==> config.mk <==
export PLATFORM = sky130hd
export DESIGN_NAME = pixel_normalize_layout_flat
export DESIGN_NICKNAME = d
export VERILOG_FILES = /design/src/sv/pnl_pkg.sv /design/src/sv/pnl_if.sv /design/src/sv/pixel_normalize_layout.sv /design/src/sv/pnl_queue.sv /design/src/sv/pnl_front.sv /design/src/sv/pnl_back.sv /design/src/flat_wrapper.sv
export SDC_FILE = /design/constraint.sdc
export NUM_CORES = 1
export LEC_CHECK = 0
export BUFFER_PORTS_ARGS = -buffer_cell sky130_fd_sc_hd__buf_2
export CORE_ASPECT_RATIO = 1.75
export CORE_MARGIN = 1
export CORE_UTILIZATION = 35
export DETAILED_ROUTE_END_ITERATION = 10
export GPL_TIMING_DRIVEN = 0
export HOLD_SLACK_MARGIN = 0.08
export PLACE_DENSITY = 0.61
export RECOVER_POWER = 50
export SYNTH_ARGS = -nofsm -noshare
export SYNTH_HDL_FRONTEND = slang
export SYNTH_SLANG_ARGS = --single-unit
==> constraint.sdc <==
create_clock -name clk -period 10.85 [get_ports clk]
set_input_delay 1.085 -clock clk [delete_from_list [all_inputs] [get_ports clk]]
set_output_delay 1.085 -clock clk [all_outputs]
set_load 0.005 [all_outputs]
==> src/sv/pnl_pkg.sv <==
// Shared types, constants and helper functions of the pixel normalizer.
// Used by the interfaces and every module of the block; depends on nothing.

package pnl_pkg;

    localparam int DIM_W    = 13;
    localparam int PC_W     = 24;
    localparam int SIZE_W   = 25;
    localparam int IDX_W    = 26;
    localparam int VAL_W    = 32;
    localparam int CFG_IDX_W = 3;
    localparam int CFG_DATA_W = 16;

    localparam logic [DIM_W-1:0] MAX_WIDTH  = 13'd4096;
    localparam logic [DIM_W-1:0] MAX_HEIGHT = 13'd4096;

    // Register indexes of the configuration port.
    localparam logic [CFG_IDX_W-1:0] REG_SOURCE_FORMAT = 3'd0;
    localparam logic [CFG_IDX_W-1:0] REG_PLANAR_LAYOUT = 3'd1;
    localparam logic [CFG_IDX_W-1:0] REG_ELEMENT_MODE  = 3'd2;
    localparam logic [CFG_IDX_W-1:0] REG_OFFSET_VALUE  = 3'd3;
    localparam logic [CFG_IDX_W-1:0] REG_SCALE_VALUE   = 3'd4;
    localparam logic [CFG_IDX_W-1:0] REG_FRAME_WIDTH   = 3'd5;
    localparam logic [CFG_IDX_W-1:0] REG_FRAME_HEIGHT  = 3'd6;
    localparam logic [CFG_IDX_W-1:0] REG_CHANNEL_COUNT = 3'd7;

    // Source byte orders.
    localparam logic [2:0] FMT_RGB  = 3'd0;
    localparam logic [2:0] FMT_RGBA = 3'd1;
    localparam logic [2:0] FMT_BGRA = 3'd2;
    localparam logic [2:0] FMT_ARGB = 3'd3;
    localparam logic [2:0] FMT_ABGR = 3'd4;
    localparam logic [2:0] FMT_BGR  = 3'd5;

    localparam logic MODE_BYTE  = 1'b0;
    localparam logic MODE_FIXED = 1'b1;

    localparam logic [VAL_W-1:0] VAL_POS_SAT  = 32'h7FFF_FFFF;
    localparam logic [VAL_W-1:0] VAL_NEG_SAT  = 32'h8000_0000;
    localparam logic [VAL_W-1:0] VAL_BYTE_ERR = 32'h0000_00FF;

    typedef struct packed {
        logic [2:0]            source_format;
        logic                  planar_layout;
        logic                  element_mode;
        logic signed [15:0]    offset_value;
        logic [15:0]           scale_value;
        logic [DIM_W-1:0]      frame_width;
        logic [DIM_W-1:0]      frame_height;
        logic [1:0]            channel_count;
    } pnl_cfg_t;

    // One pixel as it waits between the front and the back part.
    typedef struct packed {
        logic [2:0][7:0]       chan_bytes;
        logic [PC_W-1:0]       pc;
        logic                  frame_end;
    } pnl_entry_t;

    // Which source byte holds channel k for a given byte order.
    function automatic logic [1:0] chan_byte_sel(input logic [2:0] fmt, input logic [1:0] k);
        logic [1:0] sel;
        begin
            case (fmt)
                FMT_BGRA, FMT_BGR: sel = 2'd2 - k;
                FMT_ARGB:          sel = k + 2'd1;
                FMT_ABGR:          sel = 2'd3 - k;
                default:           sel = k;
            endcase
            return sel;
        end
    endfunction

    function automatic logic [DIM_W-1:0] clamp_dim(input logic [DIM_W-1:0] v,
                                                   input logic [DIM_W-1:0] maxv);
        logic [DIM_W-1:0] r;
        begin
            if (v == '0)
                r = {{(DIM_W-1){1'b0}}, 1'b1};
            else if (v > maxv)
                r = maxv;
            else
                r = v;
            return r;
        end
    endfunction

endpackage

==> src/sv/pnl_if.sv <==
// Handshake channels of the pixel normalizer: pixel input, result output
// and configuration write. Depends on pnl_pkg.

interface pnl_pixel_if;
    logic        valid;
    logic        ready;
    logic [31:0] pixel_bytes;

    modport source (output valid, output pixel_bytes, input ready);
    modport sink   (input valid, input pixel_bytes, output ready);
endinterface

interface pnl_result_if;
    logic                              valid;
    logic                              ready;
    logic signed [pnl_pkg::VAL_W-1:0]  out_value;
    logic [pnl_pkg::IDX_W-1:0]         tensor_index;
    logic [1:0]                        channel_number;
    logic                              last_of_pixel;
    logic                              last_of_frame;
    logic                              divide_error;

    modport source (output valid, output out_value, output tensor_index,
                    output channel_number, output last_of_pixel,
                    output last_of_frame, output divide_error, input ready);
    modport sink   (input valid, input out_value, input tensor_index,
                    input channel_number, input last_of_pixel,
                    input last_of_frame, input divide_error, output ready);
endinterface

interface pnl_cfg_if;
    logic                                valid;
    logic                                ready;
    logic [pnl_pkg::CFG_IDX_W-1:0]       index;
    logic [pnl_pkg::CFG_DATA_W-1:0]      data;

    modport source (output valid, output index, output data, input ready);
    modport sink   (input valid, input index, input data, output ready);
endinterface

==> src/sv/pixel_normalize_layout.sv <==
// Top level of the pixel normalizer: configuration registers, frame size,
// and the front part, queue and back part. Depends on pnl_pkg and pnl_if.

// Each accepted pixel yields one result item per channel (one to three),
// holding (byte + offset) / scale and the element's HWC or CHW tensor index.
// The channel results share one divider that retires four quotient bits per
// cycle; each channel goes through set-up, nine divide steps and hand-off
// once its pixel reaches the back part; a two-entry queue lets the next
// pixels be taken in meanwhile, and the output register lets the next
// division run while a result waits.
// Configuration writes are always accepted; no pixel is taken in the cycle
// right after a write, while the frame size is recomputed.

module pixel_normalize_layout (
    input  logic           clk,
    input  logic           rst_n,
    pnl_pixel_if.sink      pixel,
    pnl_result_if.source   result,
    pnl_cfg_if.sink        cfg
);

    pnl_pkg::pnl_cfg_t              cfg_reg, cfg_next;
    logic                           cfg_recent_reg;
    logic [pnl_pkg::SIZE_W-1:0]     size_reg;
    logic [pnl_pkg::DIM_W-1:0]      w_clamped, h_clamped;
    logic [2*pnl_pkg::DIM_W-1:0]    size_prod;
    logic                           cfg_write;

    logic                           push, pop, queue_full, queue_not_empty;
    pnl_pkg::pnl_entry_t            push_entry, head_entry;

    assign cfg.ready = 1'b1;
    assign cfg_write = cfg.valid && cfg.ready;

    always_comb
    begin
        cfg_next = cfg_reg;
        if (cfg_write)
        begin
            case (cfg.index)
                pnl_pkg::REG_SOURCE_FORMAT: cfg_next.source_format = cfg.data[2:0];
                pnl_pkg::REG_PLANAR_LAYOUT: cfg_next.planar_layout = cfg.data[0];
                pnl_pkg::REG_ELEMENT_MODE:  cfg_next.element_mode  = cfg.data[0];
                pnl_pkg::REG_OFFSET_VALUE:  cfg_next.offset_value  = cfg.data;
                pnl_pkg::REG_SCALE_VALUE:   cfg_next.scale_value   = cfg.data;
                pnl_pkg::REG_FRAME_WIDTH:
                    cfg_next.frame_width = cfg.data[pnl_pkg::DIM_W-1:0];
                pnl_pkg::REG_FRAME_HEIGHT:
                    cfg_next.frame_height = cfg.data[pnl_pkg::DIM_W-1:0];
                pnl_pkg::REG_CHANNEL_COUNT: cfg_next.channel_count = cfg.data[1:0];
                default:                    cfg_next = cfg_reg;
            endcase
        end
    end

    assign w_clamped = pnl_pkg::clamp_dim(cfg_reg.frame_width, pnl_pkg::MAX_WIDTH);
    assign h_clamped = pnl_pkg::clamp_dim(cfg_reg.frame_height, pnl_pkg::MAX_HEIGHT);
    assign size_prod = w_clamped * h_clamped;

    always_ff @(posedge clk or negedge rst_n)
    begin
        if (!rst_n)
        begin
            cfg_reg.source_format <= pnl_pkg::FMT_RGB;
            cfg_reg.planar_layout <= 1'b0;
            cfg_reg.element_mode  <= pnl_pkg::MODE_BYTE;
            cfg_reg.offset_value  <= 16'sd0;
            cfg_reg.scale_value   <= 16'd256;
            cfg_reg.frame_width   <= 13'd1;
            cfg_reg.frame_height  <= 13'd1;
            cfg_reg.channel_count <= 2'd3;
            cfg_recent_reg        <= 1'b0;
            size_reg              <= 25'd1;
        end
        else
        begin
            cfg_reg        <= cfg_next;
            cfg_recent_reg <= cfg_write;
            size_reg       <= size_prod[pnl_pkg::SIZE_W-1:0];
        end
    end

    pnl_front u_front (
        .clk        (clk),
        .rst_n      (rst_n),
        .pixel      (pixel),
        .cfg_val    (cfg_reg),
        .frame_size (size_reg),
        .hold       (cfg_recent_reg),
        .queue_full (queue_full),
        .push       (push),
        .push_entry (push_entry)
    );

    pnl_queue u_queue (
        .clk        (clk),
        .rst_n      (rst_n),
        .push       (push),
        .push_entry (push_entry),
        .full       (queue_full),
        .pop        (pop),
        .head_entry (head_entry),
        .not_empty  (queue_not_empty)
    );

    pnl_back u_back (
        .clk             (clk),
        .rst_n           (rst_n),
        .cfg_val         (cfg_reg),
        .frame_size      (size_reg),
        .head_entry      (head_entry),
        .queue_not_empty (queue_not_empty),
        .pop             (pop),
        .result          (result)
    );

endmodule

==> src/sv/pnl_queue.sv <==
// Two-entry queue that decouples pixel intake from the channel arithmetic.
// Depends on pnl_pkg for the entry type.

module pnl_queue (
    input  logic                clk,
    input  logic                rst_n,
    input  logic                push,
    input  pnl_pkg::pnl_entry_t push_entry,
    output logic                full,
    input  logic                pop,
    output pnl_pkg::pnl_entry_t head_entry,
    output logic                not_empty
);

    pnl_pkg::pnl_entry_t slot_reg [0:1];
    logic       wr_ptr_reg, wr_ptr_next;
    logic       rd_ptr_reg, rd_ptr_next;
    logic [1:0] count_reg, count_next;

    assign full       = (count_reg == 2'd2);
    assign not_empty  = (count_reg != 2'd0);
    assign head_entry = slot_reg[rd_ptr_reg];

    always_comb
    begin
        wr_ptr_next = wr_ptr_reg;
        rd_ptr_next = rd_ptr_reg;
        count_next  = count_reg;
        if (push)
        begin
            wr_ptr_next = ~wr_ptr_reg;
        end
        if (pop)
        begin
            rd_ptr_next = ~rd_ptr_reg;
        end
        if (push && !pop)
        begin
            count_next = count_reg + 2'd1;
        end
        else if (pop && !push)
        begin
            count_next = count_reg - 2'd1;
        end
    end

    always_ff @(posedge clk or negedge rst_n)
    begin
        if (!rst_n)
        begin
            wr_ptr_reg <= 1'b0;
            rd_ptr_reg <= 1'b0;
            count_reg  <= 2'd0;
        end
        else
        begin
            wr_ptr_reg <= wr_ptr_next;
            rd_ptr_reg <= rd_ptr_next;
            count_reg  <= count_next;
        end
    end

    always_ff @(posedge clk)
    begin
        if (push)
        begin
            slot_reg[wr_ptr_reg] <= push_entry;
        end
    end

endmodule

==> src/sv/pnl_front.sv <==
// Front part: accepts pixels, picks the R, G and B bytes, tracks the frame
// position and queues the pixel. Depends on pnl_pkg and pnl_if.

module pnl_front (
    input  logic                          clk,
    input  logic                          rst_n,
    pnl_pixel_if.sink                     pixel,
    input  pnl_pkg::pnl_cfg_t             cfg_val,
    input  logic [pnl_pkg::SIZE_W-1:0]    frame_size,
    input  logic                          hold,
    input  logic                          queue_full,
    output logic                          push,
    output pnl_pkg::pnl_entry_t           push_entry
);

    logic [pnl_pkg::PC_W-1:0]   pc_reg, pc_next;
    logic [pnl_pkg::SIZE_W-1:0] pc_plus;
    logic                       frame_end;
    logic [1:0]                 sel [0:2];

    assign pixel.ready = !queue_full && !hold;
    assign push        = pixel.valid && pixel.ready;

    // A pixel at or past the last position closes the frame.
    assign pc_plus   = {1'b0, pc_reg} + {{(pnl_pkg::SIZE_W-1){1'b0}}, 1'b1};
    assign frame_end = (pc_plus >= frame_size);

    always_comb
    begin
        for (int k = 0; k < 3; k++)
        begin
            sel[k] = pnl_pkg::chan_byte_sel(cfg_val.source_format, 2'(k));
            case (sel[k])
                2'd0:    push_entry.chan_bytes[k] = pixel.pixel_bytes[7:0];
                2'd1:    push_entry.chan_bytes[k] = pixel.pixel_bytes[15:8];
                2'd2:    push_entry.chan_bytes[k] = pixel.pixel_bytes[23:16];
                default: push_entry.chan_bytes[k] = pixel.pixel_bytes[31:24];
            endcase
        end
        push_entry.pc        = pc_reg;
        push_entry.frame_end = frame_end;
    end

    always_comb
    begin
        pc_next = pc_reg;
        if (push)
        begin
            pc_next = frame_end ? '0 : pc_plus[pnl_pkg::PC_W-1:0];
        end
    end

    always_ff @(posedge clk or negedge rst_n)
    begin
        if (!rst_n)
        begin
            pc_reg <= '0;
        end
        else
        begin
            pc_reg <= pc_next;
        end
    end

endmodule

==> src/sv/pnl_back.sv <==
// Back part: for each channel of a queued pixel forms dividend and divisor,
// runs a shared radix-16 restoring divider and emits the result item.
// Depends on pnl_pkg and pnl_if.

module pnl_back (
    input  logic                          clk,
    input  logic                          rst_n,
    input  pnl_pkg::pnl_cfg_t             cfg_val,
    input  logic [pnl_pkg::SIZE_W-1:0]    frame_size,
    input  pnl_pkg::pnl_entry_t           head_entry,
    input  logic                          queue_not_empty,
    output logic                          pop,
    pnl_result_if.source                  result
);

    localparam logic [1:0] ST_IDLE = 2'd0;
    localparam logic [1:0] ST_PREP = 2'd1;
    localparam logic [1:0] ST_DIV  = 2'd2;
    localparam logic [1:0] ST_DONE = 2'd3;

    localparam int QUO_W      = 36;
    localparam int DIV_STEPS  = 9;
    localparam int BITS_STEP  = 4;

    logic [1:0]                  state_reg, state_next;
    pnl_pkg::pnl_entry_t         entry_reg, entry_next;
    logic [1:0]                  ch_reg, ch_next;
    logic [3:0]                  cnt_reg, cnt_next;
    logic [QUO_W-1:0]            quo_reg, quo_next;
    logic [15:0]                 rem_reg, rem_next;
    logic [15:0]                 dvs_reg, dvs_next;
    logic                        neg_reg, neg_next;
    logic                        err_reg, err_next;
    logic [pnl_pkg::IDX_W-1:0]   idx_reg, idx_next;

    logic                        out_valid_reg, out_valid_next;
    logic [pnl_pkg::VAL_W-1:0]   out_value_reg, out_value_next;
    logic [pnl_pkg::IDX_W-1:0]   out_idx_reg, out_idx_next;
    logic [1:0]                  out_ch_reg, out_ch_next;
    logic                        out_lastp_reg, out_lastp_next;
    logic                        out_lastf_reg, out_lastf_next;
    logic                        out_err_reg, out_err_next;

    logic [1:0]                  nch;
    logic                        last_ch;
    logic [7:0]                  cur_byte;
    logic [16:0]                 off_ext, off_abs;
    logic [7:0]                  k_mag, k_off, t_byte;
    logic [17:0]                 s_val;
    logic [16:0]                 s_mag;
    logic [pnl_pkg::IDX_W-1:0]   idx_hwc, idx_chw;
    logic [15:0]                 r_step;
    logic [16:0]                 r_wide;
    logic [QUO_W-1:0]            q_step;
    logic                        q_over;
    logic [pnl_pkg::VAL_W-1:0]   val_fin;

    assign nch     = (cfg_val.channel_count == 2'd0) ? 2'd1 : cfg_val.channel_count;
    assign last_ch = (ch_reg + 2'd1 == nch);

    always_comb
    begin
        case (ch_reg)
            2'd0:    cur_byte = entry_reg.chan_bytes[0];
            2'd1:    cur_byte = entry_reg.chan_bytes[1];
            default: cur_byte = entry_reg.chan_bytes[2];
        endcase
    end

    // Byte mode adds the offset's integer part, truncated toward zero.
    assign off_ext = {cfg_val.offset_value[15], cfg_val.offset_value};
    assign off_abs = cfg_val.offset_value[15] ? (17'd0 - off_ext) : off_ext;
    assign k_mag   = off_abs[15:8] | {off_abs[16], 7'd0};
    assign k_off   = cfg_val.offset_value[15] ? (8'd0 - k_mag) : k_mag;
    assign t_byte  = cur_byte + k_off;

    // Fixed mode works on the exact signed Q10.8 sum.
    assign s_val = {2'b00, cur_byte, 8'd0} + {{2{cfg_val.offset_value[15]}}, cfg_val.offset_value};
    assign s_mag = s_val[17] ? 17'(18'd0 - s_val) : s_val[16:0];

    assign idx_hwc = {2'b00, entry_reg.pc} * {{(pnl_pkg::IDX_W-2){1'b0}}, nch}
                     + {{(pnl_pkg::IDX_W-2){1'b0}}, ch_reg};
    assign idx_chw = {1'b0, frame_size} * {{(pnl_pkg::IDX_W-2){1'b0}}, ch_reg}
                     + {2'b00, entry_reg.pc};

    // Four quotient bits per cycle.
    always_comb
    begin
        r_step = rem_reg;
        q_step = quo_reg;
        r_wide = '0;
        for (int i = 0; i < BITS_STEP; i++)
        begin
            r_wide = {r_step, q_step[QUO_W-1]};
            q_step = {q_step[QUO_W-2:0], 1'b0};
            if (r_wide >= {1'b0, dvs_reg})
            begin
                r_wide    = r_wide - {1'b0, dvs_reg};
                q_step[0] = 1'b1;
            end
            r_step = r_wide[15:0];
        end
    end

    assign q_over = (quo_reg[QUO_W-1:31] != '0);

    always_comb
    begin
        if (cfg_val.element_mode == pnl_pkg::MODE_BYTE)
        begin
            val_fin = err_reg ? pnl_pkg::VAL_BYTE_ERR : {24'd0, quo_reg[7:0]};
        end
        else if (err_reg || q_over)
        begin
            val_fin = neg_reg ? pnl_pkg::VAL_NEG_SAT : pnl_pkg::VAL_POS_SAT;
        end
        else
        begin
            val_fin = neg_reg ? (32'd0 - quo_reg[31:0]) : quo_reg[31:0];
        end
    end

    always_comb
    begin
        state_next     = state_reg;
        entry_next     = entry_reg;
        ch_next        = ch_reg;
        cnt_next       = cnt_reg;
        quo_next       = quo_reg;
        rem_next       = rem_reg;
        dvs_next       = dvs_reg;
        neg_next       = neg_reg;
        err_next       = err_reg;
        idx_next       = idx_reg;
        out_valid_next = out_valid_reg;
        out_value_next = out_value_reg;
        out_idx_next   = out_idx_reg;
        out_ch_next    = out_ch_reg;
        out_lastp_next = out_lastp_reg;
        out_lastf_next = out_lastf_reg;
        out_err_next   = out_err_reg;
        pop            = 1'b0;

        if (out_valid_reg && result.ready)
        begin
            out_valid_next = 1'b0;
        end

        case (state_reg)
            ST_IDLE:
            begin
                if (queue_not_empty)
                begin
                    pop        = 1'b1;
                    entry_next = head_entry;
                    ch_next    = 2'd0;
                    state_next = ST_PREP;
                end
            end
            ST_PREP:
            begin
                rem_next = '0;
                cnt_next = '0;
                if (cfg_val.element_mode == pnl_pkg::MODE_BYTE)
                begin
                    quo_next = {28'd0, t_byte};
                    dvs_next = {8'd0, cfg_val.scale_value[15:8]};
                    neg_next = 1'b0;
                    err_next = (cfg_val.scale_value[15:8] == 8'd0);
                end
                else
                begin
                    quo_next = {3'd0, s_mag, 16'd0};
                    dvs_next = cfg_val.scale_value;
                    neg_next = s_val[17];
                    err_next = (cfg_val.scale_value == 16'd0);
                end
                idx_next   = cfg_val.planar_layout ? idx_chw : idx_hwc;
                state_next = ST_DIV;
            end
            ST_DIV:
            begin
                quo_next = q_step;
                rem_next = r_step;
                cnt_next = cnt_reg + 4'd1;
                if (cnt_reg == 4'(DIV_STEPS - 1))
                begin
                    state_next = ST_DONE;
                end
            end
            ST_DONE:
            begin
                if (!out_valid_reg || result.ready)
                begin
                    out_valid_next = 1'b1;
                    out_value_next = val_fin;
                    out_idx_next   = idx_reg;
                    out_ch_next    = ch_reg;
                    out_lastp_next = last_ch;
                    out_lastf_next = last_ch && entry_reg.frame_end;
                    out_err_next   = err_reg;
                    if (last_ch)
                    begin
                        state_next = ST_IDLE;
                    end
                    else
                    begin
                        ch_next    = ch_reg + 2'd1;
                        state_next = ST_PREP;
                    end
                end
            end
            default:
            begin
                state_next = ST_IDLE;
            end
        endcase
    end

    always_ff @(posedge clk or negedge rst_n)
    begin
        if (!rst_n)
        begin
            state_reg     <= ST_IDLE;
            out_valid_reg <= 1'b0;
            ch_reg        <= 2'd0;
            cnt_reg       <= '0;
        end
        else
        begin
            state_reg     <= state_next;
            out_valid_reg <= out_valid_next;
            ch_reg        <= ch_next;
            cnt_reg       <= cnt_next;
        end
    end

    always_ff @(posedge clk)
    begin
        entry_reg     <= entry_next;
        quo_reg       <= quo_next;
        rem_reg       <= rem_next;
        dvs_reg       <= dvs_next;
        neg_reg       <= neg_next;
        err_reg       <= err_next;
        idx_reg       <= idx_next;
        out_value_reg <= out_value_next;
        out_idx_reg   <= out_idx_next;
        out_ch_reg    <= out_ch_next;
        out_lastp_reg <= out_lastp_next;
        out_lastf_reg <= out_lastf_next;
        out_err_reg   <= out_err_next;
    end

    assign result.valid          = out_valid_reg;
    assign result.out_value      = out_value_reg;
    assign result.tensor_index   = out_idx_reg;
    assign result.channel_number = out_ch_reg;
    assign result.last_of_pixel  = out_lastp_reg;
    assign result.last_of_frame  = out_lastf_reg;
    assign result.divide_error   = out_err_reg;

endmodule
==> src/flat_wrapper.sv <==
// flat-port wrapper written by rule: the top's interface ports become plain ports
module pixel_normalize_layout_flat 
  (clk, rst_n, pixel_valid, pixel_pixel_bytes, pixel_ready, result_valid, result_out_value, result_tensor_index, result_channel_number, result_last_of_pixel, result_last_of_frame, result_divide_error, result_ready, cfg_valid, cfg_index, cfg_data, cfg_ready);
  pnl_pixel_if pixel_i ();
  pnl_result_if result_i ();
  pnl_cfg_if cfg_i ();
  input  logic clk;
  input  logic rst_n;
  input wire logic [$bits(pixel_i.valid)-1:0] pixel_valid;
  input wire logic [$bits(pixel_i.pixel_bytes)-1:0] pixel_pixel_bytes;
  output wire logic [$bits(pixel_i.ready)-1:0] pixel_ready;
  output wire logic [$bits(result_i.valid)-1:0] result_valid;
  output wire logic [$bits(result_i.out_value)-1:0] result_out_value;
  output wire logic [$bits(result_i.tensor_index)-1:0] result_tensor_index;
  output wire logic [$bits(result_i.channel_number)-1:0] result_channel_number;
  output wire logic [$bits(result_i.last_of_pixel)-1:0] result_last_of_pixel;
  output wire logic [$bits(result_i.last_of_frame)-1:0] result_last_of_frame;
  output wire logic [$bits(result_i.divide_error)-1:0] result_divide_error;
  input wire logic [$bits(result_i.ready)-1:0] result_ready;
  input wire logic [$bits(cfg_i.valid)-1:0] cfg_valid;
  input wire logic [$bits(cfg_i.index)-1:0] cfg_index;
  input wire logic [$bits(cfg_i.data)-1:0] cfg_data;
  output wire logic [$bits(cfg_i.ready)-1:0] cfg_ready;
  assign pixel_i.valid = pixel_valid;
  assign pixel_i.pixel_bytes = pixel_pixel_bytes;
  assign pixel_ready = pixel_i.ready;
  assign result_valid = result_i.valid;
  assign result_out_value = result_i.out_value;
  assign result_tensor_index = result_i.tensor_index;
  assign result_channel_number = result_i.channel_number;
  assign result_last_of_pixel = result_i.last_of_pixel;
  assign result_last_of_frame = result_i.last_of_frame;
  assign result_divide_error = result_i.divide_error;
  assign result_i.ready = result_ready;
  assign cfg_i.valid = cfg_valid;
  assign cfg_i.index = cfg_index;
  assign cfg_i.data = cfg_data;
  assign cfg_ready = cfg_i.ready;
  pixel_normalize_layout u_core (.clk(clk), .rst_n(rst_n), .pixel(pixel_i), .result(result_i), .cfg(cfg_i));
endmodule
==> out/metrics.cfg <==
[outcome]
outcome=finished with violations
violations=max-capacitance violations, max-slew violations

[clock_tree]
numClockSinks=434
clock_path_buffers=3
h-tree-depth=2
cts_root_buf=clkbuf_16
clock_latency_ns=0.62
clk_pin_slew_worst_paths_ns=0.07
cts_tree=done
cts_buffers=43

[global_route]
grt.met3_usage_pct=2.088
grt-ovfl-total=0
use_met1_pct=19.04
grt_max_degree=95
grt_busiest_layer=met2
grt_pass1_wl_mm=139.2
grt_pass1_vias=25060
grt_util_met2_pct=38.02
gr-usage-all-layers_pct=19.23
antenna_found_initial=5

[hold_path]
hold_class=reg2reg

[worst_setup_path]
slowest_stage=or4_4
r2r_setup_slack_ns=0.25
path_common_cell=a21oi_2
critPathKind=reg2reg
startpoint_type=flip-flop
cp.arrival_ns=10.95
cp.required_ns=11.21
crit_fanout=10
cpPeakStageDelay_ns=0.44
endpoint_kind=flip-flop

[timing]
fmax_ghz=0.09438
period_needed_ns=10.60
setup_ws_ns=0.2548
slew_viol_final=200
finalClockSkew_ns=0.04217
setup_violations=0
tightest_slew_ns=5.049
hold_viol_final=0
period_share_pct=97.65
slew_headroom_pct=-236.6
timing.hold.ws_ns=0.4202

[job]
drv_cap=4

[synth]
yosys.area.top_type=edfxtp_1
syn-num-nets=3747
synth_edf_count=306
synth_common_cells=393 x nand2_1, 312 x inv_1, 306 x edfxtp_1
ys_seq_area_share_pct=37.91
async_reset_ff_share_pct=29.49
postSynthCellCount=3280
yosysUniqueCellTypes=82
synth_most_common_cell=nand2_1
synth_area_um2=32710
ys_seq_elements=434
synth_warnings=0
synth_area_leaders=edfxtp_1 28%, ha_1 9.9%, dfrtp_1 9.3%
avgSynthCellArea_um2=9.972
synth_ff_type=edfxtp_1
synth_top_cell_area_share_pct=28.09

[route]
dr.pass1.iters=5
ant_nets=0
num_vias=24510
totalWireLength_mm=90.45
remaining_drc_errors=0
wl_per_cell_um=19.17
drt-initial-drc-count=1210
via_per_inst=5.194

[final_layout]
finalNetCount=3950
layout-drive-gt1-share_pct=13.59
area_growth_pct=13.30
antenna_cells=0
final_cell_count_no_fill=4718
finalInstanceArea_um2=37060
largest_reg_flops=98

[placed_design]
place_ws_ns=-2.331
portBuffers=119
place_hpwl_mm=72.64
postPlaceCellArea_um2=34970
placedCellCount=4606
globalplace.congestion=0.9421

[floorplanning]
die_area_um2=94730
boundaryPins=122
start_util_pct=35.26
die-width_um=233.1
core_um2=92770
die_height_um=406.4
rows=148

repair_timing:
item / 4_1_cts / 5_1_grt
endpoints found under the setup margin: 17 / 17
pin swaps: 13 / 17
buffers inserted: 19 / 14
resized for setup: 49 / 35
hold buffers: 0 / 0
routing by layer:
metal	share of wire [%]	routed length (um)
met5	0.039	35
met1	36	32270
met2	56	50350
met4	5.6	5109
met3	3.0	2678
logic make-up (layout without fill, tap and decap cells):
kind of cell | after synthesis | count (layout) | share of synthesized area [%]
muxes | 193 | 193 | 6.491
DFF | 434 | 434 | 37.91
buffers and inverters | 437 | 675 | 5.049
AOI/OAI and AO/OA | 587 | 587 | 11.52
and+or+nand+nor | 1015 | 1015 | 14.40
other | 1 | 1 | 0.01146
xor gates and xnor gates | 202 | 202 | 5.409
adders and majority gates | 411 | 411 | 19.21
layout by cell type (no fill, tap or decap), types with 13 or more instances in the layout:
| cell type | n |
|---|---|
| a21o_1 | 57 |
| clkbuf_1 | 113 |
| inv_1 | 303 |
| o21bai_1 | 23 |
| a21oi_1 | 124 |
| buf_2 | 117 |
| mux2_2 | 145 |
| or3_1 | 20 |
| nand3_1 | 58 |
| xnor2_1 | 136 |
| o311a_1 | 13 |
| nand4_1 | 19 |
| clkbuf_16 | 46 |
| o31ai_1 | 32 |
| buf_4 | 36 |
| nor3_1 | 49 |
| dfrtp_1 | 122 |
| nor2b_1 | 48 |
| nor4_1 | 17 |
| o21ai_0 | 179 |
| and2_1 | 74 |
| o21a_1 | 28 |
| nand2b_1 | 20 |
| edfxtp_1 | 306 |
| and3_1 | 14 |
| fa_1 | 152 |
| xor2_1 | 66 |
| mux2i_1 | 38 |
| ha_1 | 247 |
| nand2_1 | 391 |
| nor2_1 | 240 |
worst paths after layout:
check,from,depth (start not counted),end
max,u_core.u_back.dvs_reg[13],44,u_core.u_back.rem_reg[11]
min,u_core.u_back.idx_reg[21],0,u_core.u_back.result.tensor_index[21]
max reg2reg,u_core.u_back.dvs_reg[13],44,u_core.u_back.rem_reg[11]
min reg2reg,u_core.u_back.idx_reg[21],0,u_core.u_back.result.tensor_index[21]
max in group asynchronous,rst_n,2,u_core.cfg_reg[41]
min in group asynchronous,rst_n,1,u_core.u_front.pc_reg[15]
stage by stage:
stage | setup TNS [ns] | util [%]
floorplan | 0 | -
global placement | -36.57 | 37.52
detailed placement | -37.99 | 37.70
CTS | 0 | 39.73
global route | -0.1263 | 39.95
finish | 0 | 39.95
cell type report:
cell class                      count  area, um^2
Multi-Input combinational cell   2409       18960
Inverter                          313        1175
Timing Repair Buffer              159       934.6
Sequential cell                   434       12400
Tap cell                         1200        1501
Buffer                            123       518.0
Clock buffer                       51        1200
Clock inverter                     29       374.1
Fill cell                        9161       55710
worst max-delay path: cells and delay by family, from the launching register on:
family / cells / cell delay (ns)
compound gates: 19 / 3.96
buf+inv: 7 / 1.15
fa+ha+maj: 4 / 1.13
simple gates: 12 / 2.96
mux: 2 / 0.74
flops: 1 / 0.38
Power is not shown: default switching activity piles up to over one toggle a cycle in this logic, so the estimate is an artifact.
